<file path="src/sv/mer_pkg.sv">
// ----------------------------------------------------------------------------
// mer_pkg
// Shared types, field layout constants and table lookup functions for the
// mesh edge ring ordering block.
// ----------------------------------------------------------------------------
package mer_pkg;

    localparam int VID_W       = 32;
    localparam int TBL_EC_W    = 24;
    localparam int TBL_OE_W    = 18;
    localparam int CFG_IDX_W   = 8;
    localparam int CFG_DATA_W  = 24;
    localparam int CNT_W       = 8;
    localparam int POS_W       = 4;
    localparam int STAT_W      = 2;
    localparam int LEDGE_W     = 3;

    localparam int IN_TDATA_W  = 200;
    localparam int OUT_TDATA_W = 48;
    localparam int OUT_TUSER_W = STAT_W;

    localparam logic [TBL_EC_W-1:0] EC_TABLE_RST = 24'd15581844;
    localparam logic [TBL_OE_W-1:0] OE_TABLE_RST = 18'd8989;

    localparam logic [CFG_IDX_W-1:0] REG_EDGE_CORNER   = 8'd0;
    localparam logic [CFG_IDX_W-1:0] REG_OPPOSITE_EDGE = 8'd1;

    localparam logic [STAT_W-1:0] ST_OK        = 2'd0;
    localparam logic [STAT_W-1:0] ST_TOO_LARGE = 2'd1;
    localparam logic [STAT_W-1:0] ST_TOO_SMALL = 2'd2;
    localparam logic [STAT_W-1:0] ST_BROKEN    = 2'd3;

    typedef logic [3:0][VID_W-1:0] corners_t;

    typedef struct packed {
        logic [VID_W-1:0] finish_v;
        logic [VID_W-1:0] start_v;
    } pair_t;

    function automatic logic [1:0] corner_of(input logic [TBL_EC_W-1:0] tbl,
                                             input logic [LEDGE_W-1:0] e,
                                             input logic which);
        logic [3:0] nib;
        nib = 4'b0000;
        if (e < 3'd6)
        begin
            nib = tbl[{e, 2'b00} +: 4];
        end
        return which ? nib[3:2] : nib[1:0];
    endfunction

    function automatic logic [LEDGE_W-1:0] opposite_of(input logic [TBL_OE_W-1:0] tbl,
                                                       input logic [LEDGE_W-1:0] e);
        logic [LEDGE_W-1:0] o;
        o = '0;
        if (e < 3'd6)
        begin
            o = tbl[5'(e) * 5'd3 +: 3];
        end
        return o;
    endfunction

endpackage

</file>
<file path="src/sv/mer_pair_sel.sv">
// ----------------------------------------------------------------------------
// mer_pair_sel
// Finds the edge opposite the central edge of one tetrahedron and orients it
// against the start vertex of the central edge.
// ----------------------------------------------------------------------------
module mer_pair_sel (
    input  logic [mer_pkg::TBL_EC_W-1:0] ec_table,
    input  logic [mer_pkg::TBL_OE_W-1:0] oe_table,
    input  mer_pkg::corners_t            corners,
    input  logic [mer_pkg::LEDGE_W-1:0]  local_edge,
    input  logic [mer_pkg::VID_W-1:0]    central_start,
    output mer_pkg::pair_t               pair
);
    import mer_pkg::*;

    logic                align;
    logic [LEDGE_W-1:0]  opp;
    logic [1:0]          c_first;

    always_comb
    begin
        c_first       = corner_of(ec_table, local_edge, 1'b0);
        align         = (corners[c_first] != central_start);
        opp           = opposite_of(oe_table, local_edge);
        pair.start_v  = corners[corner_of(ec_table, opp, align)];
        pair.finish_v = corners[corner_of(ec_table, opp, ~align)];
    end

endmodule

</file>
<file path="src/sv/mesh_edge_ring_order.sv">
// ----------------------------------------------------------------------------
// mesh_edge_ring_order
// Items that are not the last of a ring leave the block idle. The last item
// of a legal-size ring starts a chaining pass with one shared compare unit:
// S_RD0 and S_GET0 fetch the first pair, S_SRCH and S_CMP make each compare,
// S_GETN and S_SW2 each swap, S_ERD and S_EMIT each emitted vertex. A status
// result goes via S_STAT to the output register. Reset restores the tables
// and clears the counters at once; the pair store is not cleared.
// ----------------------------------------------------------------------------
module mesh_edge_ring_order #(
    parameter int MAX_RING = 7
) (
    input  logic                            clk,
    input  logic                            rst_n,
    input  logic                            s_axis_tvalid,
    output logic                            s_axis_tready,
    // edge_end0, edge_end1, tet_corner0..3, local_edge, zero padding
    input  logic [mer_pkg::IN_TDATA_W-1:0]  s_axis_tdata,
    // last_use
    input  logic                            s_axis_tlast,
    output logic                            m_axis_tvalid,
    input  logic                            m_axis_tready,
    // ring_vertex, position, ring_count, zero padding
    output logic [mer_pkg::OUT_TDATA_W-1:0] m_axis_tdata,
    // status
    output logic [mer_pkg::OUT_TUSER_W-1:0] m_axis_tuser,
    // last
    output logic                            m_axis_tlast,
    input  logic                            cfg_valid,
    output logic                            cfg_ready,
    input  logic [mer_pkg::CFG_IDX_W-1:0]   cfg_index,
    input  logic [mer_pkg::CFG_DATA_W-1:0]  cfg_data
);
    import mer_pkg::*;

    localparam int AW = (MAX_RING > 1) ? $clog2(MAX_RING) : 1;
    localparam int CW = $clog2(MAX_RING + 1);

    localparam logic [3:0] S_IDLE = 4'd0;
    localparam logic [3:0] S_STAT = 4'd1;
    localparam logic [3:0] S_RD0  = 4'd2;
    localparam logic [3:0] S_GET0 = 4'd3;
    localparam logic [3:0] S_SRCH = 4'd4;
    localparam logic [3:0] S_CMP  = 4'd5;
    localparam logic [3:0] S_GETN = 4'd6;
    localparam logic [3:0] S_SW2  = 4'd7;
    localparam logic [3:0] S_ERD  = 4'd8;
    localparam logic [3:0] S_EMIT = 4'd9;

    logic [3:0]          state_reg, state_next;
    logic [TBL_EC_W-1:0] ec_reg, ec_next;
    logic [TBL_OE_W-1:0] oe_reg, oe_next;
    logic [CNT_W-1:0]    count_reg, count_next;
    logic [CNT_W-1:0]    n_reg, n_next;
    logic [VID_W-1:0]    cstart_reg, cstart_next;
    logic [STAT_W-1:0]   stat_reg, stat_next;
    logic [CW-1:0]       i_reg, i_next;
    logic [CW-1:0]       j_reg, j_next;
    logic [CW-1:0]       k_reg, k_next;
    logic [VID_W-1:0]    endv_reg, endv_next;
    pair_t               pj_reg, pj_next;
    pair_t               pn_reg, pn_next;

    logic                out_valid_reg, out_valid_next;
    logic [VID_W-1:0]    out_vtx_reg, out_vtx_next;
    logic [POS_W-1:0]    out_pos_reg, out_pos_next;
    logic [CNT_W-1:0]    out_cnt_reg, out_cnt_next;
    logic [STAT_W-1:0]   out_stat_reg, out_stat_next;
    logic                out_last_reg, out_last_next;

    pair_t               mem [MAX_RING];
    pair_t               rd_q;
    logic [AW-1:0]       rd_addr;
    logic                mem_we;
    logic [AW-1:0]       mem_waddr;
    pair_t               mem_wdata;

    logic                accept;
    logic                out_free;
    logic [CNT_W-1:0]    count_inc;
    logic [VID_W-1:0]    cstart_use;
    logic [CW-1:0]       ip1, ip2, jp1, kp1;
    corners_t            corners;
    pair_t               new_pair;

    assign cfg_ready     = 1'b1;
    assign s_axis_tready = (state_reg == S_IDLE);
    assign accept        = s_axis_tvalid && s_axis_tready;
    assign out_free      = !out_valid_reg || m_axis_tready;
    assign count_inc     = (count_reg == 8'hFF) ? count_reg : count_reg + 8'd1;
    assign cstart_use    = (count_reg == '0) ? s_axis_tdata[31:0] : cstart_reg;
    assign corners       = s_axis_tdata[191:64];
    assign ip1           = i_reg + 1'b1;
    assign ip2           = i_reg + CW'(2);
    assign jp1           = j_reg + 1'b1;
    assign kp1           = k_reg + 1'b1;

    mer_pair_sel u_pair_sel (
        .ec_table      (ec_reg),
        .oe_table      (oe_reg),
        .corners       (corners),
        .local_edge    (s_axis_tdata[194:192]),
        .central_start (cstart_use),
        .pair          (new_pair)
    );

    always_comb
    begin
        mem_we    = 1'b0;
        mem_waddr = count_reg[AW-1:0];
        mem_wdata = new_pair;
        rd_addr   = '0;
        case (state_reg)
            S_IDLE:
            begin
                mem_we = accept && (count_reg < 8'(MAX_RING));
            end
            S_SRCH:
            begin
                rd_addr = j_reg[AW-1:0];
            end
            S_CMP:
            begin
                rd_addr = ip1[AW-1:0];
            end
            S_GETN:
            begin
                mem_we    = 1'b1;
                mem_waddr = ip1[AW-1:0];
                mem_wdata = pj_reg;
            end
            S_SW2:
            begin
                mem_we    = 1'b1;
                mem_waddr = j_reg[AW-1:0];
                mem_wdata = pn_reg;
            end
            S_ERD, S_EMIT:
            begin
                rd_addr = k_reg[AW-1:0];
            end
            default:
            begin
                rd_addr = '0;
            end
        endcase
    end

    always_ff @(posedge clk)
    begin
        if (mem_we)
        begin
            mem[mem_waddr] <= mem_wdata;
        end
        rd_q <= mem[rd_addr];
    end

    always_comb
    begin
        state_next     = state_reg;
        ec_next        = ec_reg;
        oe_next        = oe_reg;
        count_next     = count_reg;
        n_next         = n_reg;
        cstart_next    = cstart_reg;
        stat_next      = stat_reg;
        i_next         = i_reg;
        j_next         = j_reg;
        k_next         = k_reg;
        endv_next      = endv_reg;
        pj_next        = pj_reg;
        pn_next        = pn_reg;
        out_valid_next = out_valid_reg && !m_axis_tready;
        out_vtx_next   = out_vtx_reg;
        out_pos_next   = out_pos_reg;
        out_cnt_next   = out_cnt_reg;
        out_stat_next  = out_stat_reg;
        out_last_next  = out_last_reg;

        if (cfg_valid && cfg_ready)
        begin
            if (cfg_index == REG_EDGE_CORNER)
            begin
                ec_next = cfg_data[TBL_EC_W-1:0];
            end
            else if (cfg_index == REG_OPPOSITE_EDGE)
            begin
                oe_next = cfg_data[TBL_OE_W-1:0];
            end
        end

        case (state_reg)
            S_IDLE:
            begin
                if (accept)
                begin
                    cstart_next = cstart_use;
                    count_next  = count_inc;
                    if (s_axis_tlast)
                    begin
                        count_next = '0;
                        n_next     = count_inc;
                        i_next     = '0;
                        if (count_inc > 8'(MAX_RING))
                        begin
                            stat_next  = ST_TOO_LARGE;
                            state_next = S_STAT;
                        end
                        else if (count_inc < 8'd3)
                        begin
                            stat_next  = ST_TOO_SMALL;
                            state_next = S_STAT;
                        end
                        else
                        begin
                            state_next = S_RD0;
                        end
                    end
                end
            end
            S_RD0:
            begin
                state_next = S_GET0;
            end
            S_GET0:
            begin
                endv_next  = rd_q.finish_v;
                j_next     = CW'(1);
                state_next = S_SRCH;
            end
            S_SRCH:
            begin
                state_next = S_CMP;
            end
            S_CMP:
            begin
                if (rd_q.start_v == endv_reg)
                begin
                    pj_next    = rd_q;
                    state_next = S_GETN;
                end
                else if (8'(jp1) == n_reg)
                begin
                    stat_next  = ST_BROKEN;
                    state_next = S_STAT;
                end
                else
                begin
                    j_next     = jp1;
                    state_next = S_SRCH;
                end
            end
            S_GETN:
            begin
                pn_next    = rd_q;
                state_next = S_SW2;
            end
            S_SW2:
            begin
                endv_next = pj_reg.finish_v;
                i_next    = ip1;
                if (8'(ip2) < n_reg)
                begin
                    j_next     = ip2;
                    state_next = S_SRCH;
                end
                else
                begin
                    k_next     = '0;
                    state_next = S_ERD;
                end
            end
            S_ERD:
            begin
                state_next = S_EMIT;
            end
            S_EMIT:
            begin
                if (out_free)
                begin
                    out_valid_next = 1'b1;
                    out_vtx_next   = rd_q.start_v;
                    out_pos_next   = POS_W'(k_reg);
                    out_cnt_next   = n_reg;
                    out_stat_next  = ST_OK;
                    out_last_next  = (8'(kp1) == n_reg);
                    k_next         = kp1;
                    state_next     = (8'(kp1) == n_reg) ? S_IDLE : S_ERD;
                end
            end
            S_STAT:
            begin
                if (out_free)
                begin
                    out_valid_next = 1'b1;
                    out_vtx_next   = '0;
                    out_pos_next   = '0;
                    out_cnt_next   = n_reg;
                    out_stat_next  = stat_reg;
                    out_last_next  = 1'b1;
                    state_next     = S_IDLE;
                end
            end
            default:
            begin
                state_next = S_IDLE;
            end
        endcase
    end

    always_ff @(posedge clk or negedge rst_n)
    begin
        if (!rst_n)
        begin
            state_reg     <= S_IDLE;
            ec_reg        <= EC_TABLE_RST;
            oe_reg        <= OE_TABLE_RST;
            count_reg     <= '0;
            n_reg         <= '0;
            cstart_reg    <= '0;
            stat_reg      <= ST_OK;
            i_reg         <= '0;
            j_reg         <= '0;
            k_reg         <= '0;
            out_valid_reg <= 1'b0;
        end
        else
        begin
            state_reg     <= state_next;
            ec_reg        <= ec_next;
            oe_reg        <= oe_next;
            count_reg     <= count_next;
            n_reg         <= n_next;
            cstart_reg    <= cstart_next;
            stat_reg      <= stat_next;
            i_reg         <= i_next;
            j_reg         <= j_next;
            k_reg         <= k_next;
            out_valid_reg <= out_valid_next;
        end
    end

    always_ff @(posedge clk)
    begin
        endv_reg     <= endv_next;
        pj_reg       <= pj_next;
        pn_reg       <= pn_next;
        out_vtx_reg  <= out_vtx_next;
        out_pos_reg  <= out_pos_next;
        out_cnt_reg  <= out_cnt_next;
        out_stat_reg <= out_stat_next;
        out_last_reg <= out_last_next;
    end

    assign m_axis_tvalid = out_valid_reg;
    assign m_axis_tdata  = {4'b0000, out_cnt_reg, out_pos_reg, out_vtx_reg};
    assign m_axis_tuser  = out_stat_reg;
    assign m_axis_tlast  = out_last_reg;

endmodule

</file>
<file path="config.mk">
export PLATFORM = sky130hd
export DESIGN_NAME = mesh_edge_ring_order
export DESIGN_NICKNAME = d
export VERILOG_FILES = /design/src/sv/mer_pkg.sv /design/src/sv/mer_pair_sel.sv /design/src/sv/mesh_edge_ring_order.sv
export SDC_FILE = /design/constraint.sdc
export NUM_CORES = 1
export LEC_CHECK = 0
export BUFFER_PORTS_ARGS = -buffer_cell sky130_fd_sc_hd__buf_2
export CORE_UTILIZATION = 25
export DETAILED_ROUTE_END_ITERATION = 12
export SKIP_LAST_GASP = 1
export SYNTH_ARGS = -nofsm -noshare
export SYNTH_HDL_FRONTEND = slang
export SYNTH_SLANG_ARGS = --single-unit
</file>
<file path="constraint.sdc">
create_clock -name clk -period 9.55 [get_ports clk]
set_input_delay 1.91 -clock clk [delete_from_list [all_inputs] [get_ports clk]]
set_output_delay 1.91 -clock clk [all_outputs]
set_load 0.01 [all_outputs]
</file>
==> metrics.yaml, run 1 <==
status: "finished clean"
worstSetupPathType: "in -> reg"
port_buffers: 248
cts_setup_buffers: 0
power_mw: 11.44
synth-seq-area-share_pct: 65.25
regMostFlops: "mem"
dp_hpwl_mm: 73.86
place_congestion: 0.8994
final_cell_mix: "edfxtp_1 (654), nand2_1 (536), buf_2 (247), nand3_1 (222), mux2i_1 (191)"
clock-sinks: 824
globalRouteTotalUtil_pct: 14.86
io_pins: 292
largest_reg_flops: 448
p_leak_nw: 14.70
fill_cells: 14530
tns_ns: 0
netlist.area_leader.share_pct: 54.31
die_area_um2: 146200
grt_pass1_vias: 23120
placed_area_um2: 39440
max_freq_ghz: 0.1364
nets: 3301
finalCriticalPeriod_ns: 7.329
clk_pin_slew_worst_paths_ns: 0.06
htree_num_levels: 3
reg2reg_setup_slack_ns: 3.38
clkLatencyLatePin_ns: 0.67
initialDrtViolationCount: 2299
cts_tree: "built"
r2r_cells: 15
cts_root_buf: "clkbuf_16"
met1_usage_pct: 19.89
hold_class: "reg -> reg"
synthArstFlopShare_pct: 12.86
ant_nets: 0
critPathLaunchType: "primary input"
synth_ff_type: "edfxtp_1"
cellPowerDensity_nw_per_um2: 271.6
clockBufferDepth: 3
synth_edf_count: 654
gr-total-overflow: 0
setup_viol: 0
grt_start_max_net_pins: 189
startpoint: "s_axis_tdata[193]"
antenna_found_initial: 2
cts-resized-gates: 0
cts_buffers: 82
start_util_pct: 25.20
synth_area_um2: 36160
fin_area_um2: 42110
synthTopCellsByArea: "edfxtp_1 (54%), dfrtp_1 (6.0%), nand2_1 (5.6%), mux2i_1 (5.3%), dfxtp_1 (3.5%)"
global_route.peak_usage_layer: "met2"
worst_slew_margin_rel_pct: 22.11
yosys_warnings: 0
syn_area_per_cell_um2: 12.65
synthCells: 2859
drc: 0
max_slew.worst_pin.slew_ns: 1.166
die_h_um: 382.3
post-route-period-util_pct: 76.75
final_common_cell: "edfxtp_1"
fp.coreArea_um2: 143500
use_met3_pct: 2.746
drive_above_1_share_pct: 19.31
drv_cap: 0
hold_viol: 0
worst_ep_arrival_time_ns: 7.66
peakVddDrop_mv: 0.1833
num_rows: 139
r2r-end: "mem[0][54]"
drt-total-wl_mm: 111.3
grt_pass1_wl_mm: 160.7
crit_fanout: 28
routedWlPerCell_um: 22.13
cts_hold_buf: 0
vias_per_cell: 4.861
worstPathRequired_ns: 9.88
final_max_slew_viol_count: 0
clock_skew_ns: 0.02760
synthDistinctLibCells: 75
r2r_start: "count_reg[0]"
met2_usage_pct: 24.41
synth_seq_cells: 824
vias: 24460
die_w_um: 382.3
yosysTopAreaCell: "edfxtp_1"
area_growth_pct: 16.45
end_kind: "flop"
rsz0062_at_grt: "no"
crit_end: "mem[0][54]"
drtPass1Iterations: 5
[worst max-delay path: stages]
cell	delay, ns
buf_2	0.23
nor2b_1	0.75
a22oi_2	0.20
nand2_2	0.45
buf_4	0.45
mux2i_1	0.44
xnor2_1	0.17
o2111ai_1	0.12
o21ai_0	0.47
nand4_2	0.39
mux2_4	0.67
buf_4	0.47
mux2i_1	0.15
o221ai_1	0.72
[synthesized netlist by cell type (6+ instances only)]
library cell	instances
ha_1	7
a21oi_1	152
nor2b_1	42
dfstp_2	19
o221ai_1	34
o221ai_2	30
xor2_1	11
o21ai_0	120
nor4_1	6
a21boi_0	6
o22ai_1	9
a211oi_1	13
nand3_1	223
inv_1	9
mux2i_1	191
nand2b_1	13
buf_6	15
a22oi_1	72
buf_2	22
edfxtp_1	654
nor2_1	42
o211ai_1	12
nor3_1	16
a21boi_1	8
nand4_1	16
o21a_1	10
dfxtp_1	64
xnor2_1	64
mux2_2	88
nand2_1	537
dfrtp_1	87
and3_1	26
buf_4	21
clkbuf_1	123
a32oi_1	9
[through the flow]
stage | hold WS, ns | utilization, % | setup WS, ns | instances
2_1_floorplan | 0.4254 | - | 2.273 | 2863
3_3_place_gp | 0.4303 | 27.49 | 1.738 | 4875
3_5_place_dp | 0.4381 | 27.49 | 1.667 | 4875
4_1_cts | 0.4525 | 29.34 | 2.365 | 5025
5_1_grt | 0.4584 | 29.34 | 2.013 | 5025
6_report | 0.4506 | 29.35 | 2.221 | 5032
[layout make-up]
| class | count | area, µm² | share of cell area, % |
|---|---|---|---|
| Antenna cell | 7 | 17.52 | 0.04160 |
| Inverter | 9 | 33.78 | 0.08022 |
| Sequential cell | 824 | 23600 | 56.03 |
| Timing Repair Buffer | 293 | 1619 | 3.845 |
| Tap cell | 1903 | 2381 | 5.654 |
| Multi-Input combinational cell | 1846 | 11810 | 28.04 |
| Clock buffer | 107 | 2216 | 5.262 |
| Clock inverter | 43 | 439.2 | 1.043 |
[routing by layer]
metal / part of all wire, % / vias up / routed length, µm
met5: 0.0090 / - / 10
met4: 2.4 / 2 / 2678
met3: 8.4 / 141 / 9397
met2: 48 / 1049 / 53030
met1: 42 / 12240 / 46220
li1: - / 11030 / -
[kinds of logic after synthesis]
logic type,count (synthesis),share of synthesized area [%]
buffers and inverters,193,2.609
DFF,824,65.25
AOI/OAI and AO/OA,511,9.660
other,2,0.02077
adders and majority gates,7,0.2422
and+or+nand+nor,957,11.90
muxes,290,8.505
xor gates and xnor gates,75,1.816
[how the worst min path moves through the flow]
stage / startpoint / endpoint / slack [ns] / cells past startpoint
floorplan: rd_q[32] / pj_reg[32] / 0.43 / 0
global placement: rd_q[38] / pn_reg[38] / 0.43 / 0
detailed placement: rd_q[57] / pn_reg[57] / 0.44 / 0
CTS: rd_q[57] / pn_reg[57] / 0.45 / 0
global route: rd_q[57] / pj_reg[57] / 0.46 / 0
finish: rd_q[56] / pn_reg[56] / 0.45 / 0
[power breakdown]
part           total (mW)  internal, mW  switching, mW
logic                2.98          1.02           1.96
clock network        3.23          1.82           1.42
registers            5.22          4.76          0.458
total                11.4          7.60           3.84
No activity file was read; power rests on OpenSTA's default activity.
==> run 2, diff against run 1 <==
--- a/config.mk
+++ b/config.mk
@@ -5,6 +5,7 @@
 export SDC_FILE = /design/constraint.sdc
 export NUM_CORES = 1
 export LEC_CHECK = 0
+export ABC_AREA = 1
 export BUFFER_PORTS_ARGS = -buffer_cell sky130_fd_sc_hd__buf_2
 export CORE_UTILIZATION = 25
 export DETAILED_ROUTE_END_ITERATION = 12
==> constraint.sdc (replaced) <==
create_clock -name clk -period 6.5 [get_ports clk]
set_input_delay 1.3 -clock clk [delete_from_list [all_inputs] [get_ports clk]]
set_output_delay 1.3 -clock clk [all_outputs]
set_load 0.01 [all_outputs]
==> run 2 against run 1 <==
Against the previous run: the flow now finishes with violations (max-slew violations); register-to-register slack got worse by 1.6 ns; clock skew rose by 0.0029 ns; setup slack got worse by 1.0 ns; cell count rose by 17%; sequential cell count did not move; synthesized cell count rose by 28%; highest routed layer unchanged.
==> metrics.yaml, run 2 <==
status: "finished, violations left"
violations: "max-slew violations"
fin_cells: 5873
num_rows: 140
post-place-cells: 5691
max_stage_delay_ns: 0.62
synthArstFlopShare_pct: 12.86
grt_start_max_net_pins: 257
worstSetupPathType: "in -> reg"
startpoint: "s_axis_tdata[192]"
crit_chain: "buf_2 -> inv_4 -> nand2_1 -> nand2_1 -> nand3_1 -> a21boi_4 -> buf_4 -> nand3_1 -> nand2_1 -> nand2_1 -> nand2_1 -> nand2_1 -> nor2_1 -> nand2_1 -> nor2_4 -> nand2_2 -> nand2_2 -> nand2_1 -> buf_4 -> nand2_1 -> nand3_1 -> nand3_1 -> nand2_1"
tns_ns: 0
regMostFlops: "mem"
drv_cap: 0
critPathLaunchType: "primary input"
die_w_um: 386.3
cts_buffers: 87
max_slew.worst_pin.slew_ns: 1.508
drtPass1Iterations: 8
hold_ws_ns: 0.4581
global_route.peak_usage_layer: "met2"
die_h_um: 386.3
vias_per_cell: 4.826
drc: 0
setup_viol: 0
netlist.area_leader.share_pct: 53.20
cellPowerDensity_nw_per_um2: 409.0
cts_root_buf: "clkbuf_16"
final_max_slew_viol_count: 20
max_freq_ghz: 0.1888
synth-seq-area-share_pct: 63.92
synth_ff_type: "edfxtp_1"
cts_tree: "built"
p_leak_nw: 16.82
clock-sinks: 824
clockBufferDepth: 3
initialDrtViolationCount: 3128
rsz0062_at_grt: "no"
yosys_warnings: 0
nets: 4108
dp_hpwl_mm: 76.87
clk_pin_slew_worst_paths_ns: 0.07
start_util_pct: 25.27
r2r_cells: 24
use_met3_pct: 2.556
finalCriticalPeriod_ns: 5.297
final_cell_mix: "nand2_1 (808), edfxtp_1 (654), nand3_1 (589), o21ai_0 (362), nor2_1 (275)"
synthDistinctLibCells: 50
clock_skew_ns: 0.03046
synth_common_cells: "nand2_1 (810), edfxtp_1 (654), nand3_1 (592), o21ai_0 (362), nor2_1 (288)"
end_kind: "flop"
worst_ep_arrival_time_ns: 5.63
crit_path_frequent_cell: "nand2_1"
place_congestion: 0.9004
crit_fanout: 19
hold_viol: 0
synthTopCellsByArea: "edfxtp_1 (53%), nand2_1 (8.2%), nand3_1 (8.0%), dfrtp_1 (5.9%), o21ai_0 (4.9%)"
largest_reg_flops: 448
hold_class: "reg -> reg"
vias: 28340
synth_area_um2: 36920
clkLatencyLatePin_ns: 0.67
die_area_um2: 149200
power_mw: 17.73
cts_hold_buf: 0
fp.coreArea_um2: 146100
crit_slowest_cell: "a21boi_4"
antenna_found_initial: 15
r2r-end: "mem[0][3]"
synth_edf_count: 654
peakVddDrop_mv: 0.1896
grt_pass1_wl_mm: 173.2
globalRouteTotalUtil_pct: 15.47
syn_area_per_cell_um2: 10.06
yosysTopAreaCell: "edfxtp_1"
met2_usage_pct: 25.12
r2r_start: "ec_reg[4]"
port_buffers: 248
grt_pass1_vias: 26550
synth_seq_cells: 824
ant_nets: 0
area_growth_pct: 17.44
drt-total-wl_mm: 118.2
htree_num_levels: 3
cts_setup_buffers: 0
crit_end: "mem[0][3]"
io_pins: 292
fill_cells: 15030
postLayoutCoreUtil_pct: 29.68
drive_above_1_share_pct: 13.47
gr-total-overflow: 0
reg2reg_setup_slack_ns: 1.76
post-route-period-util_pct: 81.49
final_common_cell: "nand2_1"
post-synth-top-count-cell: "nand2_1"
synthCells: 3671
routedWlPerCell_um: 20.12
worst_slew_margin_rel_pct: -0.5301
worstPathRequired_ns: 6.83
cts-resized-gates: 0
met1_usage_pct: 20.14
==> run 2: cell count changes in the layout (fill, tap and decap cells not counted), sizes merged, moves of 51 or more <==
cell | previous run | this run
nor2 | 46 | 290
a22oi | 74 | 0
mux2i | 194 | 47
nand2 | 540 | 817
inv | 15 | 261
o22ai | 9 | 60
nand3 | 223 | 593
a21oi | 152 | 18
mux2 | 93 | 5
o21ai | 123 | 369
o221ai | 64 | 1
==> run 2: per-layer routing <==
layer | vias up | share of wire [%]
met5 | - | 0.051
met1 | 13680 | 41
met4 | 10 | 4.6
li1 | 13100 | -
met2 | 1311 | 46
met3 | 243 | 8.8
==> run 2: area by class of cell <==
class                   count  area, µm²  area share (%)
multi-input cells        2365      11520           26.57
clock buffers             121       2417           5.576
repair buffers            320       1909           4.404
inverters                 265       1002           2.312
flip-flops and latches    824      23600           54.43
diodes                     20      50.05          0.1154
well taps                1917       2399           5.532
clock inverters            41      462.9           1.068
==> run 2: report_power, final <==
group          internal, mW  leakage (nW)  total (mW)  switching (mW)
clock                  2.90          1.40        5.03            2.12
combinational          1.50          7.61        5.04            3.54
sequential             7.10          7.80        7.66           0.562
==> run 2: kinds of logic (layout without fill, tap and decap cells) <==
| family | count (synthesis) | after routing | synth area share, % |
|---|---|---|---|
| and+or+nand+nor | 1746 | 1746 | 20.19 |
| DFF | 824 | 824 | 63.92 |
| AOI/OAI and AO/OA | 514 | 514 | 7.911 |
| buffers and inverters | 486 | 747 | 5.348 |
| muxes | 52 | 52 | 1.427 |
| xor gates and xnor gates | 40 | 40 | 0.9490 |
| adders and majority gates | 7 | 7 | 0.2372 |
| other | 2 | 26 | 0.02034 |
==> run 2: stage by stage <==
stage	setup slack (ns)	area, µm²
after global placement	0.7028	40420
final	1.203	43350
after detailed placement	0.6582	40420
after global routing	0.9442	43310
after CTS	1.356	43300
after floorplan	1.140	36940
==> run 2: how the worst min path moves through the flow <==
stage / startpoint / to / slack (ns) / depth (start not counted)
floorplan: rd_q[19] / pj_reg[19] / 0.43 / 0
global placement: rd_q[39] / pn_reg[39] / 0.43 / 0
detailed placement: rd_q[49] / pn_reg[49] / 0.44 / 0
CTS: rd_q[62] / pn_reg[62] / 0.45 / 0
global route: rd_q[49] / pj_reg[49] / 0.47 / 0
finish: rd_q[34] / pn_reg[34] / 0.46 / 0
==> run 2: worst max-delay path: cells and delay by family <==
kind            cells  cell delay [ns]
simple gates       18             2.58
buf+inv             4             1.09
compound gates      1             0.62
